### config.mk
export PLATFORM = sky130hd
export DESIGN_NAME = sfs_clip_mem
export DESIGN_NICKNAME = d
export VERILOG_FILES = /design/src/rtl/sfs_clip_mem.sv
export SDC_FILE = /design/constraint.sdc
export NUM_CORES = 1
export LEC_CHECK = 0
export BUFFER_PORTS_ARGS = -buffer_cell sky130_fd_sc_hd__buf_2
export CAP_MARGIN = 20
export CORE_ASPECT_RATIO = 0.5
export CORE_UTILIZATION = 63
export CTS_BUF_LIST = sky130_fd_sc_hd__clkbuf_8
export DETAILED_ROUTE_END_ITERATION = 10
export PLACE_DENSITY = 0.81
export SYNTH_ARGS = -nofsm -noshare
export SYNTH_HDL_FRONTEND = slang
export SYNTH_SLANG_ARGS = --single-unit
### constraint.sdc
create_clock -name clock -period 2.35 [get_ports clock]
set_clock_uncertainty 0.15 [all_clocks]
set_input_delay 0.47 -clock clock [delete_from_list [all_inputs] [get_ports clock]]
set_output_delay 0.47 -clock clock [all_outputs]
set_load 0.01 [all_outputs]
### src/rtl/sfs_clip_mem.sv
// Clip descriptor table: frame count and loop flag per clip, with per-entry valid bits.
`default_nettype none

module sfs_clip_mem #(
   parameter int unsigned NUM_CLIPS  = 16,
   parameter int unsigned MAX_FRAMES = 64,
   localparam int unsigned CLIP_W = $clog2(NUM_CLIPS),
   localparam int unsigned CNT_W  = $clog2(MAX_FRAMES + 1)
) (
   input  wire logic              clock,
   input  wire logic              reset,
   input  wire logic [CLIP_W-1:0] rd_addr,
   output logic      [CNT_W-1:0]  rd_count,
   output logic                   rd_loop,
   input  wire logic              wr_en,
   input  wire logic [CLIP_W-1:0] wr_addr,
   input  wire logic [CNT_W-1:0]  wr_count,
   input  wire logic              wr_loop
);

   logic [CNT_W-1:0]     count_mem [NUM_CLIPS];
   logic                 loop_mem  [NUM_CLIPS];
   logic [NUM_CLIPS-1:0] valid_ff;
   logic [CNT_W-1:0]     count_ff;
   logic                 loop_ff;
   logic                 hit_ff;

   always_ff @(posedge clock) begin
      if (reset) begin
         valid_ff <= '0;
      end else if (wr_en) begin
         valid_ff[wr_addr] <= 1'b1;
      end
   end

   always_ff @(posedge clock) begin
      if (wr_en) begin
         count_mem[wr_addr] <= wr_count;
         loop_mem[wr_addr]  <= wr_loop;
      end
      count_ff <= count_mem[rd_addr];
      loop_ff  <= loop_mem[rd_addr];
      hit_ff   <= valid_ff[rd_addr];
   end

   // An entry never written reads as an empty, non-looping clip.
   assign rd_count = hit_ff ? count_ff : '0;
   assign rd_loop  = hit_ff & loop_ff;

endmodule

`default_nettype wire

==> metrics.cfg <==
[status]
status = complete, but fails checks
violations = design-rule violations

[clock_tree]
cts_max_level = 4
cts-root-buf = clkbuf_8
cts.sinks = 153
ctsLongestPathBuffers = 2
cts_tree = yes
clkLatencyLatePin_ps = 420
cts_hold_buf = 0
path_clk_slew_ps = 70
cts_resized = 0
cts_setup_buffers = 0
cts_buffers = 17

[sta]
setup_violations = 0
layout_setup_ws_ps = 447.1
worst_pin_slew_ps = 533.7
fin_tns_setup_ps = 0
hold_viol = 0
fin_crit_ps = 1903
slew_headroom = 0.6435
max_freq_mhz = 525.5
fin_crit_sh = 0.8097
maxSlewViolCount = 0
rsz0062_at_grt = false

[route]
drc = 4
drt_pass1_iterations = 8
wl_per_cell_um = 23.61
routed_wl_mm = 11.47
vias = 3093
ant_nets = 0
drt_iter0_drc = 340
vias_per_cell = 6.364

[power]
peakVddDrop_mv = 0.4679
leakage_nw = 2.305
p_per_area_nw_per_um2 = 778.6

[synth]
syn_area_um2 = 5878
yosysWarnings = 0
ys_types = 28
syn_area_per_cell_um2 = 19.27
synth_nets = 324
syn_inst = 305
yosysSeqAreaShare = 0.7390
ys_seq_elements = 153

[die]
pin_count = 27
start_util = 0.6613
rows = 24
die_x_um = 138.6
die_area_um2 = 9744
dieHeight_um = 70.30
design.core.area_um2 = 8889

[worst_setup_path]
cp-start-kind = flop
r2r_slack_ps = 810
reg2reg_from = loop_mem[9]
r2r_end = loop_ff
cp.arrival_ps = 1280
reg2reg_depth = 3
crit_end = rd_count[6]
required_ps = 1730
crit_path_end_kind = output pin
path_class = flop to output pin
worstPathMaxFanout = 8
worstSetupStartpoint = hit_ff

[layout]
fillers = 509
layout_commonest_cell = edfxtp_1
area_delta_synth_final_pct = 12.22
utilization = 0.7421
final_layout_size_suffix_gt1_frac = 0.2575
finalNetCount = 375
antenna_cells = 0
mostFrequentLayoutCells = edfxtp_1 (128), nor2_1 (30), buf_2 (26)

[global_route]
grt_pass1_vias = 3112
grt_first_pass_wirelength_mm = 17.78
grt_use_total = 0.2633
grt_overflow = 0
antenna_found_initial = 0
grt_max_degree = 37

[run]
drv_cap = 0

[place]
pre_cts_slack_ps = 255.7
io_buffers = 26
dp_hpwl_mm = 7.301
gp_congestion = 0.7755

[min_path]
hold_class = input pin to flop

==> area by class of cell <==
class / instances / area [µm²] / area share
clock buffer: 18 / 247.7 / 0.03756
sequential: 153 / 4344 / 0.6586
tap: 117 / 146.4 / 0.02219
timing repair buffer: 47 / 325.3 / 0.04932
multi-input combinational: 137 / 1413 / 0.2141
clock inverter: 14 / 120.1 / 0.01821
==> through the flow <==
step / hold slack (ps) / power [mW] / instance area (µm²) / cells
6_report: 235.6 / 5.136 / 6596 / 486
5_1_grt: 227.4 / 5.297 / 6596 / 486
3_5_place_dp: 312.9 / 3.364 / 6228 / 454
3_3_place_gp: 290.2 / 3.344 / 6228 / 454
4_1_cts: 214.3 / 5.163 / 6596 / 486
2_1_floorplan: 278.4 / 3.249 / 5878 / 305
==> routing by layer <==
metal / part of all wire / track usage
met1: 0.43 / 0.3916
met2: 0.47 / 0.3858
met3: 0.081 / 0.06104
met4: 0.017 / 0.1011
met5: 0 / 0
==> cells by family (layout without fill, tap and decap cells) <==
family,Yosys count,after routing,synth area share
buf+inv,15,79,0.02065
simple gates,67,67,0.05534
flops,153,153,0.7390
compound gates,34,34,0.03746
mux,36,36,0.1475
==> cells in the mapped netlist (all sizes together) <==
| library cell | number | area [µm²] |
|---|---|---|
| nor2b | 3 | 18.77 |
| edfxtp | 128 | 3844 |
| nand2b | 2 | 12.51 |
| buf | 7 | 71.32 |
| and3 | 1 | 6.260 |
| nor2 | 30 | 112.6 |
| and2 | 9 | 56.30 |
| and3b | 2 | 17.52 |
| or3b | 1 | 8.760 |
| dfxtp | 25 | 500.5 |
| nand3b | 2 | 15.01 |
| clkbuf | 7 | 40.04 |
| nor3b | 1 | 7.510 |
| a31oi | 4 | 25.02 |
| a21oi | 12 | 60.06 |
| nand3 | 1 | 5.000 |
| nor3 | 4 | 20.02 |
| nand2 | 10 | 37.54 |
| a22oi | 18 | 135.1 |
| clkdlybuf4s25 | 1 | 10.01 |
| mux4 | 36 | 867.1 |
| and2b | 1 | 7.510 |
==> worst min-delay path by stage <==
stage                     start          end  slack, ps  cells past startpoint
finish                    reset  valid_ff[6]        240                      2
global route              reset  valid_ff[4]        230                      2
CTS                       reset  valid_ff[4]        210                      2
detailed placement  valid_ff[6]  valid_ff[6]        310                      2
global placement    valid_ff[9]  valid_ff[9]        290                      2
floorplan           valid_ff[1]  valid_ff[1]        280                      2
==> power breakdown <==
part           internal [mW]  total [mW]  switching, mW
clock                  0.942        1.83          0.888
combinational          0.119       0.278          0.159
sequential              3.00        3.03         0.0240
total                   4.06        5.14           1.07
==> worst max-delay path, stage by stage (launching register included) <==
cell and delay, ps:
dfxtp_1 490, and2_1 230, buf_2 150
==> sequential cells by signal (all words and copies together) (netlist names) <==
register / cells
count_ff: 7
valid_ff: 16
hit_ff: 1
loop_mem: 16
loop_ff: 1
count_mem: 112
(Power assumes the default switching activity.)
