### config.mk
export PLATFORM = sky130hd
export DESIGN_NAME = sfs_ctrl_flat
export DESIGN_NICKNAME = d
export VERILOG_FILES = /design/src/rtl/sfs_pkg.sv /design/src/rtl/sfs_if.sv /design/src/rtl/sfs_ctrl.sv /design/src/flat_wrapper.sv
export SDC_FILE = /design/constraint.sdc
export NUM_CORES = 1
export LEC_CHECK = 0
export BUFFER_PORTS_ARGS = -buffer_cell sky130_fd_sc_hd__buf_4
export CORE_AREA = 2 2 161 226
export CTS_CLUSTER_DIAMETER = 150
export DETAILED_ROUTE_END_ITERATION = 6
export DIE_AREA = 0 0 163 228
export PLACE_DENSITY = 0.8
export SYNTH_ARGS = -nofsm -noshare
export SYNTH_HDL_FRONTEND = slang
export SYNTH_SLANG_ARGS = --single-unit
### constraint.sdc
create_clock -name clock -period 6.3 [get_ports clock]
set_input_delay 1.89 -clock clock [delete_from_list [all_inputs] [get_ports clock]]
set_output_delay 1.89 -clock clock [all_outputs]
set_load 0.01 [all_outputs]
### src/rtl/sfs_pkg.sv
// Shared types and constants for the sprite frame sequencer.
`default_nettype none

package sfs_pkg;

   localparam int unsigned DUR_W = 16;
   localparam logic [15:0] SPEED_RESET = 16'd256;

   typedef enum logic [3:0] {
      CMD_TICK         = 4'd0,
      CMD_PLAY         = 4'd1,
      CMD_PLAY_RESTART = 4'd2,
      CMD_STOP         = 4'd3,
      CMD_PAUSE        = 4'd4,
      CMD_RESUME       = 4'd5,
      CMD_RESTART      = 4'd6,
      CMD_WRITE_DUR    = 4'd7,
      CMD_WRITE_CLIP   = 4'd8
   } cmd_type;

   typedef enum logic [1:0] {
      MODE_STOPPED  = 2'd0,
      MODE_PLAYING  = 2'd1,
      MODE_PAUSED   = 2'd2,
      MODE_FINISHED = 2'd3
   } mode_type;

   typedef struct packed {
      logic        ok;
      logic [1:0]  play_state;
      logic [3:0]  current_clip;
      logic [5:0]  frame_index;
      logic [31:0] elapsed_ms;
   } rsp_type;

endpackage

`default_nettype wire

### src/rtl/sfs_if.sv
// Request and response channel interfaces of the sprite frame sequencer.
`default_nettype none

interface sfs_req_if;
   logic        valid;
   logic        ready;
   logic [3:0]  command;
   logic [3:0]  clip_id;
   logic [5:0]  frame_slot;
   logic [15:0] delta_ms;
   logic [15:0] table_value;
   logic        loop_flag;

   modport source (output valid, command, clip_id, frame_slot, delta_ms, table_value,
                   loop_flag, input ready);
   modport sink (input valid, command, clip_id, frame_slot, delta_ms, table_value,
                 loop_flag, output ready);
endinterface


`default_nettype wire

### src/rtl/sfs_ctrl.sv
// Command sequencer: playback state, time scaling and the bounded frame walk.
`default_nettype none

module sfs_ctrl #(
   parameter int unsigned NUM_CLIPS          = 16,
   parameter int unsigned MAX_FRAMES         = 64,
   parameter int unsigned MAX_STEPS_PER_TICK = 64,
   localparam int unsigned CLIP_W  = $clog2(NUM_CLIPS),
   localparam int unsigned CNT_W   = $clog2(MAX_FRAMES + 1),
   localparam int unsigned FRAME_W = (MAX_FRAMES > 1) ? $clog2(MAX_FRAMES) : 1,
   localparam int unsigned AW      = $clog2(NUM_CLIPS * MAX_FRAMES),
   localparam int unsigned STEP_W  = $clog2(MAX_STEPS_PER_TICK + 1)
) (
   input  wire logic                      clock,
   input  wire logic                      reset,
   input  wire logic                      csr_wr_en,
   input  wire logic [15:0]               csr_wr_data,
   sfs_req_if.sink                        req,
   output logic                           result_valid,
   output sfs_pkg::rsp_type               result,
   input  wire logic                      result_load,
   output logic      [CLIP_W-1:0]         clip_rd_addr,
   input  wire logic [CNT_W-1:0]          clip_rd_count,
   input  wire logic                      clip_rd_loop,
   output logic                           clip_wr_en,
   output logic      [CLIP_W-1:0]         clip_wr_addr,
   output logic      [CNT_W-1:0]          clip_wr_count,
   output logic                           clip_wr_loop,
   output logic      [AW-1:0]             dur_rd_addr,
   input  wire logic [sfs_pkg::DUR_W-1:0] dur_rd_data,
   output logic                           dur_wr_en,
   output logic      [AW-1:0]             dur_wr_addr,
   output logic      [sfs_pkg::DUR_W-1:0] dur_wr_data
);

   typedef enum logic [2:0] {
      ST_IDLE,
      ST_LOOKUP,
      ST_SCALE,
      ST_WALK,
      ST_DONE
   } state_type;

   state_type         state_ff, state_in;
   sfs_pkg::mode_type mode_ff, mode_in;
   logic [3:0]        active_ff, active_in;
   logic [FRAME_W-1:0] frame_ff, frame_in;
   logic [31:0]       elapsed_ff, elapsed_in;
   logic              ok_ff, ok_in;
   logic [15:0]       speed_ff, speed_in;
   logic [STEP_W-1:0] steps_ff, steps_in;

   // Latched request fields and per-tick working values.
   logic [3:0]        cmd_ff, cmd_in;
   logic [3:0]        id_ff, id_in;
   logic [5:0]        slot_ff, slot_in;
   logic [15:0]       delta_ff, delta_in;
   logic [15:0]       value_ff, value_in;
   logic              lflag_ff, lflag_in;
   logic [31:0]       prod_ff, prod_in;
   logic [AW-1:0]     base_ff, base_in;
   logic [CNT_W-1:0]  cnt_ff, cnt_in;
   logic              lp_ff, lp_in;

   logic [32:0]       sum_w;
   logic [31:0]       dur_w;
   logic [CNT_W-1:0]  frame_inc;
   logic [STEP_W-1:0] steps_inc;
   logic              id_in_range;

   assign sum_w       = {1'b0, elapsed_ff} + {9'b0, prod_ff[31:8]};
   assign dur_w       = {16'b0, dur_rd_data};
   assign frame_inc   = CNT_W'(frame_ff) + CNT_W'(1);
   assign steps_inc   = steps_ff + STEP_W'(1);
   assign id_in_range = (id_ff != 4'd0) && (32'(id_ff) < NUM_CLIPS);

   assign req.ready = (state_ff == ST_IDLE);

   // Plays look up the requested clip; everything else looks up the active one.
   assign clip_rd_addr = ((req.command == sfs_pkg::CMD_PLAY) ||
                          (req.command == sfs_pkg::CMD_PLAY_RESTART))
                         ? CLIP_W'(req.clip_id) : CLIP_W'(active_ff);

   // Addressed by the next frame position, the registered duration matches frame_ff.
   assign dur_rd_addr = base_ff + AW'(frame_in);

   assign result_valid        = (state_ff == ST_DONE);
   assign result.ok           = ok_ff;
   assign result.play_state   = mode_ff;
   assign result.current_clip = active_ff;
   assign result.frame_index  = 6'(frame_ff);
   assign result.elapsed_ms   = elapsed_ff;

   always_comb begin
      state_in   = state_ff;
      mode_in    = mode_ff;
      active_in  = active_ff;
      frame_in   = frame_ff;
      elapsed_in = elapsed_ff;
      ok_in      = ok_ff;
      steps_in   = steps_ff;
      speed_in   = csr_wr_en ? csr_wr_data : speed_ff;
      cmd_in     = cmd_ff;
      id_in      = id_ff;
      slot_in    = slot_ff;
      delta_in   = delta_ff;
      value_in   = value_ff;
      lflag_in   = lflag_ff;
      prod_in    = prod_ff;
      base_in    = base_ff;
      cnt_in     = cnt_ff;
      lp_in      = lp_ff;

      clip_wr_en    = 1'b0;
      clip_wr_addr  = CLIP_W'(id_ff);
      clip_wr_count = (32'(value_ff) > MAX_FRAMES) ? CNT_W'(MAX_FRAMES) : CNT_W'(value_ff);
      clip_wr_loop  = lflag_ff;
      dur_wr_en     = 1'b0;
      dur_wr_addr   = AW'(32'(id_ff) * MAX_FRAMES + 32'(slot_ff));
      dur_wr_data   = value_ff;

      case (state_ff)
         ST_IDLE: begin
            if (req.valid) begin
               cmd_in   = req.command;
               id_in    = req.clip_id;
               slot_in  = req.frame_slot;
               delta_in = req.delta_ms;
               value_in = req.table_value;
               lflag_in = req.loop_flag;
               state_in = ST_LOOKUP;
            end
         end
         ST_LOOKUP: begin
            ok_in    = 1'b1;
            state_in = ST_DONE;
            case (cmd_ff)
               sfs_pkg::CMD_TICK: begin
                  if ((mode_ff == sfs_pkg::MODE_PLAYING) && (active_ff != 4'd0) &&
                      (clip_rd_count != '0)) begin
                     // The clip may have been shortened under the current frame.
                     if (CNT_W'(frame_ff) >= clip_rd_count) begin
                        frame_in = FRAME_W'(clip_rd_count - CNT_W'(1));
                     end
                     prod_in  = {16'b0, delta_ff} * {16'b0, speed_ff};
                     base_in  = AW'(32'(active_ff) * MAX_FRAMES);
                     cnt_in   = clip_rd_count;
                     lp_in    = clip_rd_loop;
                     state_in = ST_SCALE;
                  end
               end
               sfs_pkg::CMD_PLAY, sfs_pkg::CMD_PLAY_RESTART: begin
                  if (!id_in_range || (clip_rd_count == '0)) begin
                     ok_in = 1'b0;
                  end else if (!((active_ff == id_ff) && (mode_ff == sfs_pkg::MODE_PLAYING) &&
                                 (cmd_ff == sfs_pkg::CMD_PLAY))) begin
                     active_in  = id_ff;
                     frame_in   = '0;
                     elapsed_in = '0;
                     mode_in    = sfs_pkg::MODE_PLAYING;
                  end
               end
               sfs_pkg::CMD_STOP: begin
                  active_in  = 4'd0;
                  mode_in    = sfs_pkg::MODE_STOPPED;
                  frame_in   = '0;
                  elapsed_in = '0;
               end
               sfs_pkg::CMD_PAUSE: begin
                  if (mode_ff == sfs_pkg::MODE_PLAYING) begin
                     mode_in = sfs_pkg::MODE_PAUSED;
                  end
               end
               sfs_pkg::CMD_RESUME: begin
                  if (mode_ff == sfs_pkg::MODE_PAUSED) begin
                     mode_in = sfs_pkg::MODE_PLAYING;
                  end
               end
               sfs_pkg::CMD_RESTART: begin
                  if (active_ff != 4'd0) begin
                     frame_in   = '0;
                     elapsed_in = '0;
                     mode_in    = sfs_pkg::MODE_PLAYING;
                  end
               end
               sfs_pkg::CMD_WRITE_DUR: begin
                  dur_wr_en = id_in_range && (32'(slot_ff) < MAX_FRAMES);
               end
               sfs_pkg::CMD_WRITE_CLIP: begin
                  clip_wr_en = id_in_range;
               end
               default: begin
               end
            endcase
         end
         ST_SCALE: begin
            // Saturating add of the scaled time; the first duration read is in flight.
            elapsed_in = sum_w[32] ? '1 : sum_w[31:0];
            steps_in   = '0;
            state_in   = ST_WALK;
         end
         ST_WALK: begin
            if (elapsed_ff < dur_w) begin
               state_in = ST_DONE;
            end else begin
               elapsed_in = elapsed_ff - dur_w;
               steps_in   = steps_inc;
               if (frame_inc >= cnt_ff) begin
                  if (lp_ff) begin
                     frame_in = '0;
                  end else begin
                     frame_in = FRAME_W'(cnt_ff - CNT_W'(1));
                     mode_in  = sfs_pkg::MODE_FINISHED;
                     state_in = ST_DONE;
                  end
               end else begin
                  frame_in = FRAME_W'(frame_inc);
               end
               if (steps_inc == STEP_W'(MAX_STEPS_PER_TICK)) begin
                  state_in = ST_DONE;
               end
            end
         end
         ST_DONE: begin
            if (result_load) begin
               state_in = ST_IDLE;
            end
         end
         default: begin
            state_in = ST_IDLE;
         end
      endcase
   end

   always_ff @(posedge clock) begin
      cmd_ff   <= cmd_in;
      id_ff    <= id_in;
      slot_ff  <= slot_in;
      delta_ff <= delta_in;
      value_ff <= value_in;
      lflag_ff <= lflag_in;
      prod_ff  <= prod_in;
      base_ff  <= base_in;
      cnt_ff   <= cnt_in;
      lp_ff    <= lp_in;
      steps_ff <= steps_in;
      ok_ff    <= ok_in;
      if (reset) begin
         state_ff   <= ST_IDLE;
         mode_ff    <= sfs_pkg::MODE_STOPPED;
         active_ff  <= 4'd0;
         frame_ff   <= '0;
         elapsed_ff <= '0;
         speed_ff   <= sfs_pkg::SPEED_RESET;
      end else begin
         state_ff   <= state_in;
         mode_ff    <= mode_in;
         active_ff  <= active_in;
         frame_ff   <= frame_in;
         elapsed_ff <= elapsed_in;
         speed_ff   <= speed_in;
      end
   end

endmodule

`default_nettype wire

### src/flat_wrapper.sv
// flat-port wrapper written by rule: the top's interface ports become plain ports
module sfs_ctrl_flat 
#(
   parameter int unsigned NUM_CLIPS          = 16,
   parameter int unsigned MAX_FRAMES         = 64,
   parameter int unsigned MAX_STEPS_PER_TICK = 64,
   localparam int unsigned CLIP_W  = $clog2(NUM_CLIPS),
   localparam int unsigned CNT_W   = $clog2(MAX_FRAMES + 1),
   localparam int unsigned FRAME_W = (MAX_FRAMES > 1) ? $clog2(MAX_FRAMES) : 1,
   localparam int unsigned AW      = $clog2(NUM_CLIPS * MAX_FRAMES),
   localparam int unsigned STEP_W  = $clog2(MAX_STEPS_PER_TICK + 1)
)
  (clock, reset, csr_wr_en, csr_wr_data, result_valid, result, result_load, clip_rd_addr, clip_rd_count, clip_rd_loop, clip_wr_en, clip_wr_addr, clip_wr_count, clip_wr_loop, dur_rd_addr, dur_rd_data, dur_wr_en, dur_wr_addr, dur_wr_data, req_valid, req_command, req_clip_id, req_frame_slot, req_delta_ms, req_table_value, req_loop_flag, req_ready);
  sfs_req_if req_i ();
  input  wire logic clock;
  input  wire logic reset;
  input  wire logic csr_wr_en;
  input  wire logic [15:0] csr_wr_data;
  output logic result_valid;
  output sfs_pkg::rsp_type result;
  input  wire logic result_load;
  output logic      [CLIP_W-1:0] clip_rd_addr;
  input  wire logic [CNT_W-1:0] clip_rd_count;
  input  wire logic clip_rd_loop;
  output logic clip_wr_en;
  output logic      [CLIP_W-1:0] clip_wr_addr;
  output logic      [CNT_W-1:0] clip_wr_count;
  output logic clip_wr_loop;
  output logic      [AW-1:0] dur_rd_addr;
  input  wire logic [sfs_pkg::DUR_W-1:0] dur_rd_data;
  output logic dur_wr_en;
  output logic      [AW-1:0] dur_wr_addr;
  output logic      [sfs_pkg::DUR_W-1:0] dur_wr_data;
  input wire logic [$bits(req_i.valid)-1:0] req_valid;
  input wire logic [$bits(req_i.command)-1:0] req_command;
  input wire logic [$bits(req_i.clip_id)-1:0] req_clip_id;
  input wire logic [$bits(req_i.frame_slot)-1:0] req_frame_slot;
  input wire logic [$bits(req_i.delta_ms)-1:0] req_delta_ms;
  input wire logic [$bits(req_i.table_value)-1:0] req_table_value;
  input wire logic [$bits(req_i.loop_flag)-1:0] req_loop_flag;
  output wire logic [$bits(req_i.ready)-1:0] req_ready;
  assign req_i.valid = req_valid;
  assign req_i.command = req_command;
  assign req_i.clip_id = req_clip_id;
  assign req_i.frame_slot = req_frame_slot;
  assign req_i.delta_ms = req_delta_ms;
  assign req_i.table_value = req_table_value;
  assign req_i.loop_flag = req_loop_flag;
  assign req_ready = req_i.ready;
  sfs_ctrl #(.NUM_CLIPS(NUM_CLIPS), .MAX_FRAMES(MAX_FRAMES), .MAX_STEPS_PER_TICK(MAX_STEPS_PER_TICK)) u_core (.clock(clock), .reset(reset), .csr_wr_en(csr_wr_en), .csr_wr_data(csr_wr_data), .req(req_i), .result_valid(result_valid), .result(result), .result_load(result_load), .clip_rd_addr(clip_rd_addr), .clip_rd_count(clip_rd_count), .clip_rd_loop(clip_rd_loop), .clip_wr_en(clip_wr_en), .clip_wr_addr(clip_wr_addr), .clip_wr_count(clip_wr_count), .clip_wr_loop(clip_wr_loop), .dur_rd_addr(dur_rd_addr), .dur_rd_data(dur_rd_data), .dur_wr_en(dur_wr_en), .dur_wr_addr(dur_wr_addr), .dur_wr_data(dur_wr_data));
endmodule
==> summary.md, run 1 <==
| Metric | Value |
|---|---|
| Placed Cells | `2534` |
| Synth Register Bits | `about 150` |
| H-tree depth | `4` |
| CP endpoint kind | `flip-flop` |
| Fin crit period | `6.212 ns` |
| CTS tree | `done` |
| Final setup skew | `0.01541 ns` |
| Leakage Power | `9.356 nW` |
| Final worst path period share | `98.61%` |
| Synth Cell Area | `about 17000 um^2` |
| Die height | `228 um` |
| Fmax achieved | `161.0 MHz` |
| Maximum vdd drop | `around 290 uV` |
| Fin. Hold Viols | `0` |
| WP data arrival | `6.40 ns` |
| Post-detail-place hpwl | `36.18 mm` |
| Worst setup SP type | `flip-flop` |
| Fin cells | `2578` |
| Max clock buf depth | `2` |
| Clock Sinks | `154` |
| CTS Buf Count | `17` |
| Async set-reset flop share out of synthesis | `0%` |
| Final setup fails | `0` |
| Area growth syn-to-layout | `15.95%` |
| WHS | `approximately 0.55 ns` |
| Cell depth of the worst flop-to-flop path | `21` |
| Worst skew pair latency | `0.45 ns` |
| Tot GR Track Use | `25.08%` |
| Crit Path Category | `reg2reg` |
| Antenna cells | `0` |
| Largest net degree at the start of global routing | `68` |
| # IOs | `193` |
| Number of global-route vias before repair | `15190` |
| Clk pin slew, worst setup/hold paths | `0.07 ns` |
| Hold Path Class | `reg2reg` |
| Yosys cell types | `72` |
| Fin. max-slew vios | `0` |
| Post-Syn Nets | `2363` |
| Hold_buf cts | `0` |
| Sequential element share of the synthesized area | `between 20% and 30%` |
| Pre-Repair DR Iteration Count | `6` |
| Routed wire length per instance | `around 18 um` |
| Status | `completed` |
| CP required | `6.48 ns` |
| Initial antenna violation count | `0` |
| Core Footprint | `35400 um^2` |
| Die Wd | `163 um` |
| Mean Syn Cell Area | `9.079 um^2` |
| Global-route wire length before repair | `74.71 mm` |
| Worst slew margin | `35.53%` |
| Primary FF master, synth | `edfxtp_1` |
| Hold depth | `2` |
| Worst-path fanout max | `10` |
| Vias/cell | `5.631` |
| DRC Markers | `0` |
| Max Cap Viol | `0` |
| PortBufs | `192` |
| Die ar. | `37160 um^2` |
| Pin slew with the least headroom to its limit | `0.9582 ns` |
| RD Place Congestion | `roughly 0.93` |
| Total power | `7.224 mW` |
| Vias | `14520` |
| Layout cells sized above 1 | `15.50%` |
| Post-synth EDFFs | `between 90 and 100` |
| Root Driver | `clkbuf_16` |
| RSZ-0062 raised after global routing | `yes` |
| Final ANT Viol Nets | `0` |
| Nets | `2549` |
| Filler Cell Count | `3019` |
| First DRT Iteration DRCs | `1064` |
| Final setup TNS | `0 ns` |
| Util after Layout | `57.01%` |
| Final wirelength | `approximately 46 mm` |
| Yosys warning total | `0` |
| Cells after Synth | `1917` |
| FP Rows | `82` |
| Initial Util | `49.17%` |
| PD cells | `358.0 nW/um^2` |
| Global route overflow | `0` |
area by class of cell:
type / count / area [um^2] / share of cell area [%]
clock inverter: 15 / 170.2 / 0.8432
clock buffer: 17 / 425.4 / 2.108
sequential: 154 / 4001 / 19.83
timing repair buffer: 247 / 1874 / 9.288
multi-input combinational: 1406 / 12090 / 59.92
inverter: 277 / 1040 / 5.152
tap: 462 / 578.1 / 2.864
sequential cells by signal, summed over array words and instances (netlist names), 4 cells and up:
name,count
u_core.active_ff,4
u_core.base_ff,4
u_core.clip_wr_addr,4
u_core.cmd_ff,4
u_core.cnt_ff,7
u_core.delta_ff,16
u_core.dur_wr_data,16
u_core.elapsed_ff,32
u_core.frame_ff,6
u_core.prod_ff,24
u_core.slot_ff,6
u_core.speed_ff,16
u_core.steps_ff,7
per-stage QoR:
| stage | worst slack [ns] | cell area [um^2] |
|---|---|---|
| final | 0.08781 | 20180 |
| after global placement | 0.09116 | 19420 |
| after global routing | -0.07951 | 20180 |
| after CTS | 0.01551 | 20020 |
| after floorplan | 0.3173 | 17400 |
| after detailed placement | 0.01984 | 19420 |
synthesized netlist by cell type (all sizes together), types with 16 or more instances:
library cell / number / share of area [%]
a21oi: 114 / 3.3
xnor2: 58 / 2.9
a21o: 26 / 1.1
nand3: 32 / 0.92
o211ai: 16 / 0.69
dfxtp: 63 / 7.2
ha: 159 / 11
fa: 195 / 22
nand2: 207 / 4.5
or3: 16 / 0.58
nor2: 94 / 2.1
inv: 277 / 6.0
xor2: 27 / 1.4
a211oi: 17 / 0.73
nand2b: 18 / 0.65
nor4: 16 / 0.58
o21ai: 73 / 2.1
clkbuf: 68 / 1.5
edfxtp: 91 / 16
and2: 131 / 4.7
nor3: 27 / 0.78
a31oi: 16 / 0.58
per-layer routing:
layer  vias up  GRT usage (%)  part of all wire, %
met5         -              0                    0
met4         0          12.44                  4.7
met3       161          3.455                  5.3
met2       598          44.84                   52
met1      7005          29.13                   38
li1       6754              -                    -
cell families (layout without fill, tap and decap cells):
group                    after synthesis  after routing  synth area share (%)
flip-flops                           154            154                 22.95
AND/OR/NAND/NOR                      604            604                 17.18
AO/OA/AOI/OAI                        344            344                 12.75
adder cells (fa/ha/maj)              354            354                 33.86
buffers and inverters                357            556                 7.858
XOR/XNOR                              85             85                 4.278
multiplexers                          19             19                 1.121
placed cells by master (no fill, tap or decap), types with 11 or more instances in the layout:
cell	instances
fa_1	191
nor2b_1	12
clkbuf_16	17
o211ai_1	16
nor2_1	92
a21o_1	25
or3_1	16
xnor2_1	58
edfxtp_1	91
o21ai_0	69
a211oi_1	16
dfxtp_1	57
nand3_1	32
and2_1	126
a31oi_1	16
nand2_1	207
inv_1	277
xor2_1	27
a21oi_1	112
nand4_1	12
nor3_1	27
ha_1	157
mux2i_1	15
buf_4	244
and3_1	11
nand2b_1	18
nor4_1	16
power breakdown:
| group | leakage, nW | total (mW) | switching [mW] | internal [mW] |
|---|---|---|---|---|
| clock | 0.288 | 1.04 | 0.503 | 0.535 |
| combinational | 7.71 | 4.59 | 2.63 | 1.95 |
| sequential | 1.36 | 1.60 | 0.229 | 1.37 |
| total | 9.36 | 7.22 | 3.37 | 3.86 |
path summary, 6_finish.rpt:
| path | from | endpoint | slack [ns] |
|---|---|---|---|
| worst max-delay path | u_core.delta_ff[9] | u_core.prod_ff[31] | 0.09 |
| worst min-delay path | u_core.mode_ff[0] | u_core.mode_ff[0] | 0.55 |
| worst max register to register | u_core.delta_ff[9] | u_core.prod_ff[31] | 0.09 |
| worst min register to register | u_core.mode_ff[0] | u_core.mode_ff[0] | 0.55 |
worst max-delay path, cell delays in order (launching register included):
cell and delay [ns]:
edfxtp_1 0.53, buf_4 0.25, and2_1 0.18, fa_1 0.48, inv_1 0.05, fa_1 0.48, inv_1 0.06, fa_1 0.48
fa_1 0.50, fa_1 0.50, inv_1 0.05, fa_1 0.47, inv_1 0.04, ha_1 0.33, a21oi_2 0.16, o21a_1 0.18
o31ai_2 0.11, o21a_1 0.23, o21a_1 0.22, and4_4 0.21, a2111oi_4 0.32, xnor2_1 0.11
repair_timing:
item	CTS	global route
setup endpoints to repair	0	16
buffers inserted	0	12
gates resized for setup	0	22
Power figures use the tool's default switching activity.
==> run 2: changes to the inputs <==
--- a/config.mk
+++ b/config.mk
@@ -5,12 +5,12 @@
 export SDC_FILE = /design/constraint.sdc
 export NUM_CORES = 1
 export LEC_CHECK = 0
-export BUFFER_PORTS_ARGS = -buffer_cell sky130_fd_sc_hd__buf_4
-export CORE_AREA = 2 2 161 226
+export CORE_AREA = 2 2 147 207
 export CTS_CLUSTER_DIAMETER = 150
 export DETAILED_ROUTE_END_ITERATION = 6
-export DIE_AREA = 0 0 163 228
-export PLACE_DENSITY = 0.8
+export DIE_AREA = 0 0 149 209
+export DONT_BUFFER_PORTS = 1
+export PLACE_DENSITY = 0.86
 export SYNTH_ARGS = -nofsm -noshare
 export SYNTH_HDL_FRONTEND = slang
 export SYNTH_SLANG_ARGS = --single-unit
==> summary.md, run 2 (synthesized netlist as in run 1, its figures left out) <==
| Metric | Value |
|---|---|
| Pre-Repair DR Iteration Count | `5 (was 6)` |
| WP data arrival | `4.25 ns (was 6.40 ns)` |
| Fin. max-slew vios | `0 (unchanged)` |
| Worst-path fanout max | `6 (was 10)` |
| # IOs | `193 (unchanged)` |
| Final wirelength | `44.49 mm (was 45.77 mm)` |
| Worst skew pair latency | `0.44 ns (was 0.45 ns)` |
| Max clock buf depth | `2 (unchanged)` |
| PD cells | `385.6 nW/um^2 (was 358.0 nW/um^2)` |
| CP endpoint kind | `primary output (was flip-flop)` |
| Dpl ws | `0.03877 ns (was 0.01984 ns)` |
| CP max stage delay | `0.42 ns (was 0.53 ns)` |
| Root Driver | `clkbuf_16 (unchanged)` |
| Reg2reg start | `u_core.delta_ff[9] (unchanged)` |
| Worst slew margin | `18.05% (was 35.53%)` |
| Hold_buf cts | `0 (unchanged)` |
| Total power | `7.206 mW (was 7.224 mW)` |
| Clk pin slew, worst setup/hold paths | `0.07 ns (about the same)` |
| Number of global-route vias before repair | `14600 (was 15190)` |
| Antenna cells | `0 (unchanged)` |
| Routed wire length per instance | `19.24 um (was 17.75 um)` |
| Most common cell after layout, fill and taps aside | `inv_1 (unchanged)` |
| FP Rows | `75 (was 82)` |
| Status | `completed (unchanged)` |
| Final setup TNS | `0 ns (unchanged)` |
| CTS Buf Count | `17 (unchanged)` |
| Largest register FFs | `32 (unchanged)` |
| H-tree depth | `4 (unchanged)` |
| Placed Cells | `2268 (was 2534)` |
| Maximum vdd drop | `280.8 uV (was 285.3 uV)` |
| Fin cells | `2313 (was 2578)` |
| Slowest cell on crit path | `fa_1 (was edfxtp_1)` |
| WP buf/inv | `1 (was 5)` |
| Fin crit period | `6.139 ns (was 6.212 ns)` |
| Tot GR Track Use | `28.97% (was 25.08%)` |
| Max Cap Viol | `0 (unchanged)` |
| Hold Path Class | `reg2reg (unchanged)` |
| Util after Layout | `63.41% (was 57.01%)` |
| Core Footprint | `29470 um^2 (was 35400 um^2)` |
| Post-detail-place hpwl | `35.01 mm (was 36.18 mm)` |
| Top Family by Delay on Critical Path | `compound AO/OA/AOI/OAI gates (was adder cells)` |
| PortBufs | `0 (was 192)` |
| Worst setup SP type | `input pin (was flip-flop)` |
| Worst setup path start | `dur_rd_data[0] (was u_core.delta_ff[9])` |
| DRC Markers | `0 (unchanged)` |
| Final setup fails | `0 (unchanged)` |
| RD Place Congestion | `0.9611 (was 0.9301)` |
| Final worst path period share | `97.45% (was 98.61%)` |
| CTS tree | `done (unchanged)` |
| Nets | `2361 (was 2549)` |
| Most frequent cells in the layout | `inv_1 (277), nand2_1 (207), fa_1 (195) (was inv_1 (277), buf_4 (244), nand2_1 (207))` |
| Global-route wire length before repair | `71.82 mm (was 74.71 mm)` |
| Die ar. | `31140 um^2 (was 37160 um^2)` |
| Regs by FF count | `u_core.elapsed_ff: 32 flops, u_core.prod_ff: 24 flops (unchanged)` |
| Clock Sinks | `154 (unchanged)` |
| Crit Path Category | `in2out (was reg2reg)` |
| Layout cells sized above 1 | `6.898% (was 15.50%)` |
| Setup ws final | `0.1608 ns (was 0.08781 ns)` |
| Vias | `14140 (was 14520)` |
| Worst path cell trace | `ha_1 -> inv_1 -> fa_1 -> a211oi_1 -> o211ai_1 -> nand3_1 -> o211ai_1 -> o21ai_2 -> and2_1 -> a221o_1 (was buf_4 -> and2_1 -> fa_1 -> inv_1 -> fa_1 -> inv_1 -> fa_1 -> fa_1 -> fa_1 -> inv_1 -> fa_1 -> inv_1 -> ha_1 -> a21oi_2 -> o21a_1 -> o31ai_2 -> o21a_1 -> o21a_1 -> and4_4 -> a2111oi_4 -> xnor2_1)` |
| Die height | `209 um (was 228 um)` |
| Initial antenna violation count | `0 (unchanged)` |
| Final setup skew | `0.01084 ns (was 0.01541 ns)` |
| Largest net degree at the start of global routing | `68 (unchanged)` |
| Hold_sp | `u_core.speed_ff[13] (was u_core.mode_ff[0])` |
| Biggest register | `u_core.elapsed_ff (unchanged)` |
| Most used cell, CP | `o211ai_1 (was fa_1)` |
| Global route overflow | `0 (unchanged)` |
| CP required | `4.41 ns (was 6.48 ns)` |
| Die Wd | `149 um (was 163 um)` |
| Pin slew with the least headroom to its limit | `1.221 ns (was 0.9582 ns)` |
| Fin. Hold Viols | `0 (unchanged)` |
| Fmax achieved | `162.9 MHz (was 161.0 MHz)` |
| First DRT Iteration DRCs | `1220 (was 1064)` |
| Final ANT Viol Nets | `0 (unchanged)` |
| Vias/cell | `6.115 (was 5.631)` |
| Area growth syn-to-layout | `7.361% (was 15.95%)` |
| Initial Util | `59.07% (was 49.17%)` |
| Leakage Power | `8.428 nW (was 9.356 nW)` |
==> run 2: cell count changes in the layout (fill, tap and decap cells not counted), moves of 2 or more <==
cell       change
fa_1           +4
clkinv_4       -2
clkinv_8       -2
and2_4         -2
and2_1         +2
buf_4        -188
bufinv_16      +3
fa_2           -4
==> run 2: through the flow <==
| step | area, um^2 | hold WS, ns |
|---|---|---|
| 2_1_floorplan | 17400 | 0.5191 |
| 3_3_place_gp | 17900 | 0.5334 |
| 3_5_place_dp | 17900 | 0.5403 |
| 4_1_cts | 18530 | 0.5535 |
| 5_1_grt | 18690 | 0.5845 |
| 6_report | 18690 | 0.5563 |
==> run 2: worst register-to-register path: stages, from the launching register on <==
cell and delay [ns]:
edfxtp_1 0.51, buf_4 0.19, nand2_1 0.10, fa_1 0.45
fa_1 0.47, fa_1 0.55, inv_1 0.07, fa_1 0.49
fa_1 0.49, inv_1 0.05, fa_1 0.47, inv_1 0.04
ha_1 0.28, a21o_1 0.19, a21oi_2 0.16, o21a_1 0.16
o31ai_2 0.10, o21a_1 0.23, o21a_1 0.23, and4_4 0.21
a2111oi_4 0.33, xnor2_1 0.10
==> run 2: power breakdown <==
part | internal, mW | switching [mW] | leakage (nW)
Clock | 0.640 | 0.470 | 0.300
Sequential | 1.37 | 0.292 | 1.36
Combinational | 1.84 | 2.59 | 6.77
Total | 3.85 | 3.35 | 8.43
==> run 2: per-layer routing <==
layer  track usage [%]  part of all wire, %  vias up
li1                  -                    -     6378
met1             33.25                   37     6886
met2             51.49                   51      701
met3             5.786                  7.3      178
met4             13.50                  4.9        0
met5                 0                    0        -
==> run 2: path summary, 6_finish.rpt <==
kind                         end  slack, ns  cells past startpoint
min reg2reg  u_core.speed_ff[13]       0.56                      2
max reg2reg   u_core.prod_ff[31]       0.17                     21
min          u_core.speed_ff[13]       0.56                      2
max               dur_rd_addr[1]       0.16                     10
==> run 2: cell type report <==
class / count / area [um^2]
multi-input combinational: 1406 / 12070
tap: 385 / 481.7
fill: 2268 / 10780
clock buffer: 17 / 425.4
clock inverter: 15 / 203.9
inverter: 277 / 1040
timing repair buffer: 59 / 462.9
sequential: 154 / 4003
==> run 2: timing repair <==
action / CTS / global route
buffers inserted: 0 / 13
setup endpoints to repair: 0 / 8
gates resized for setup: 0 / 14
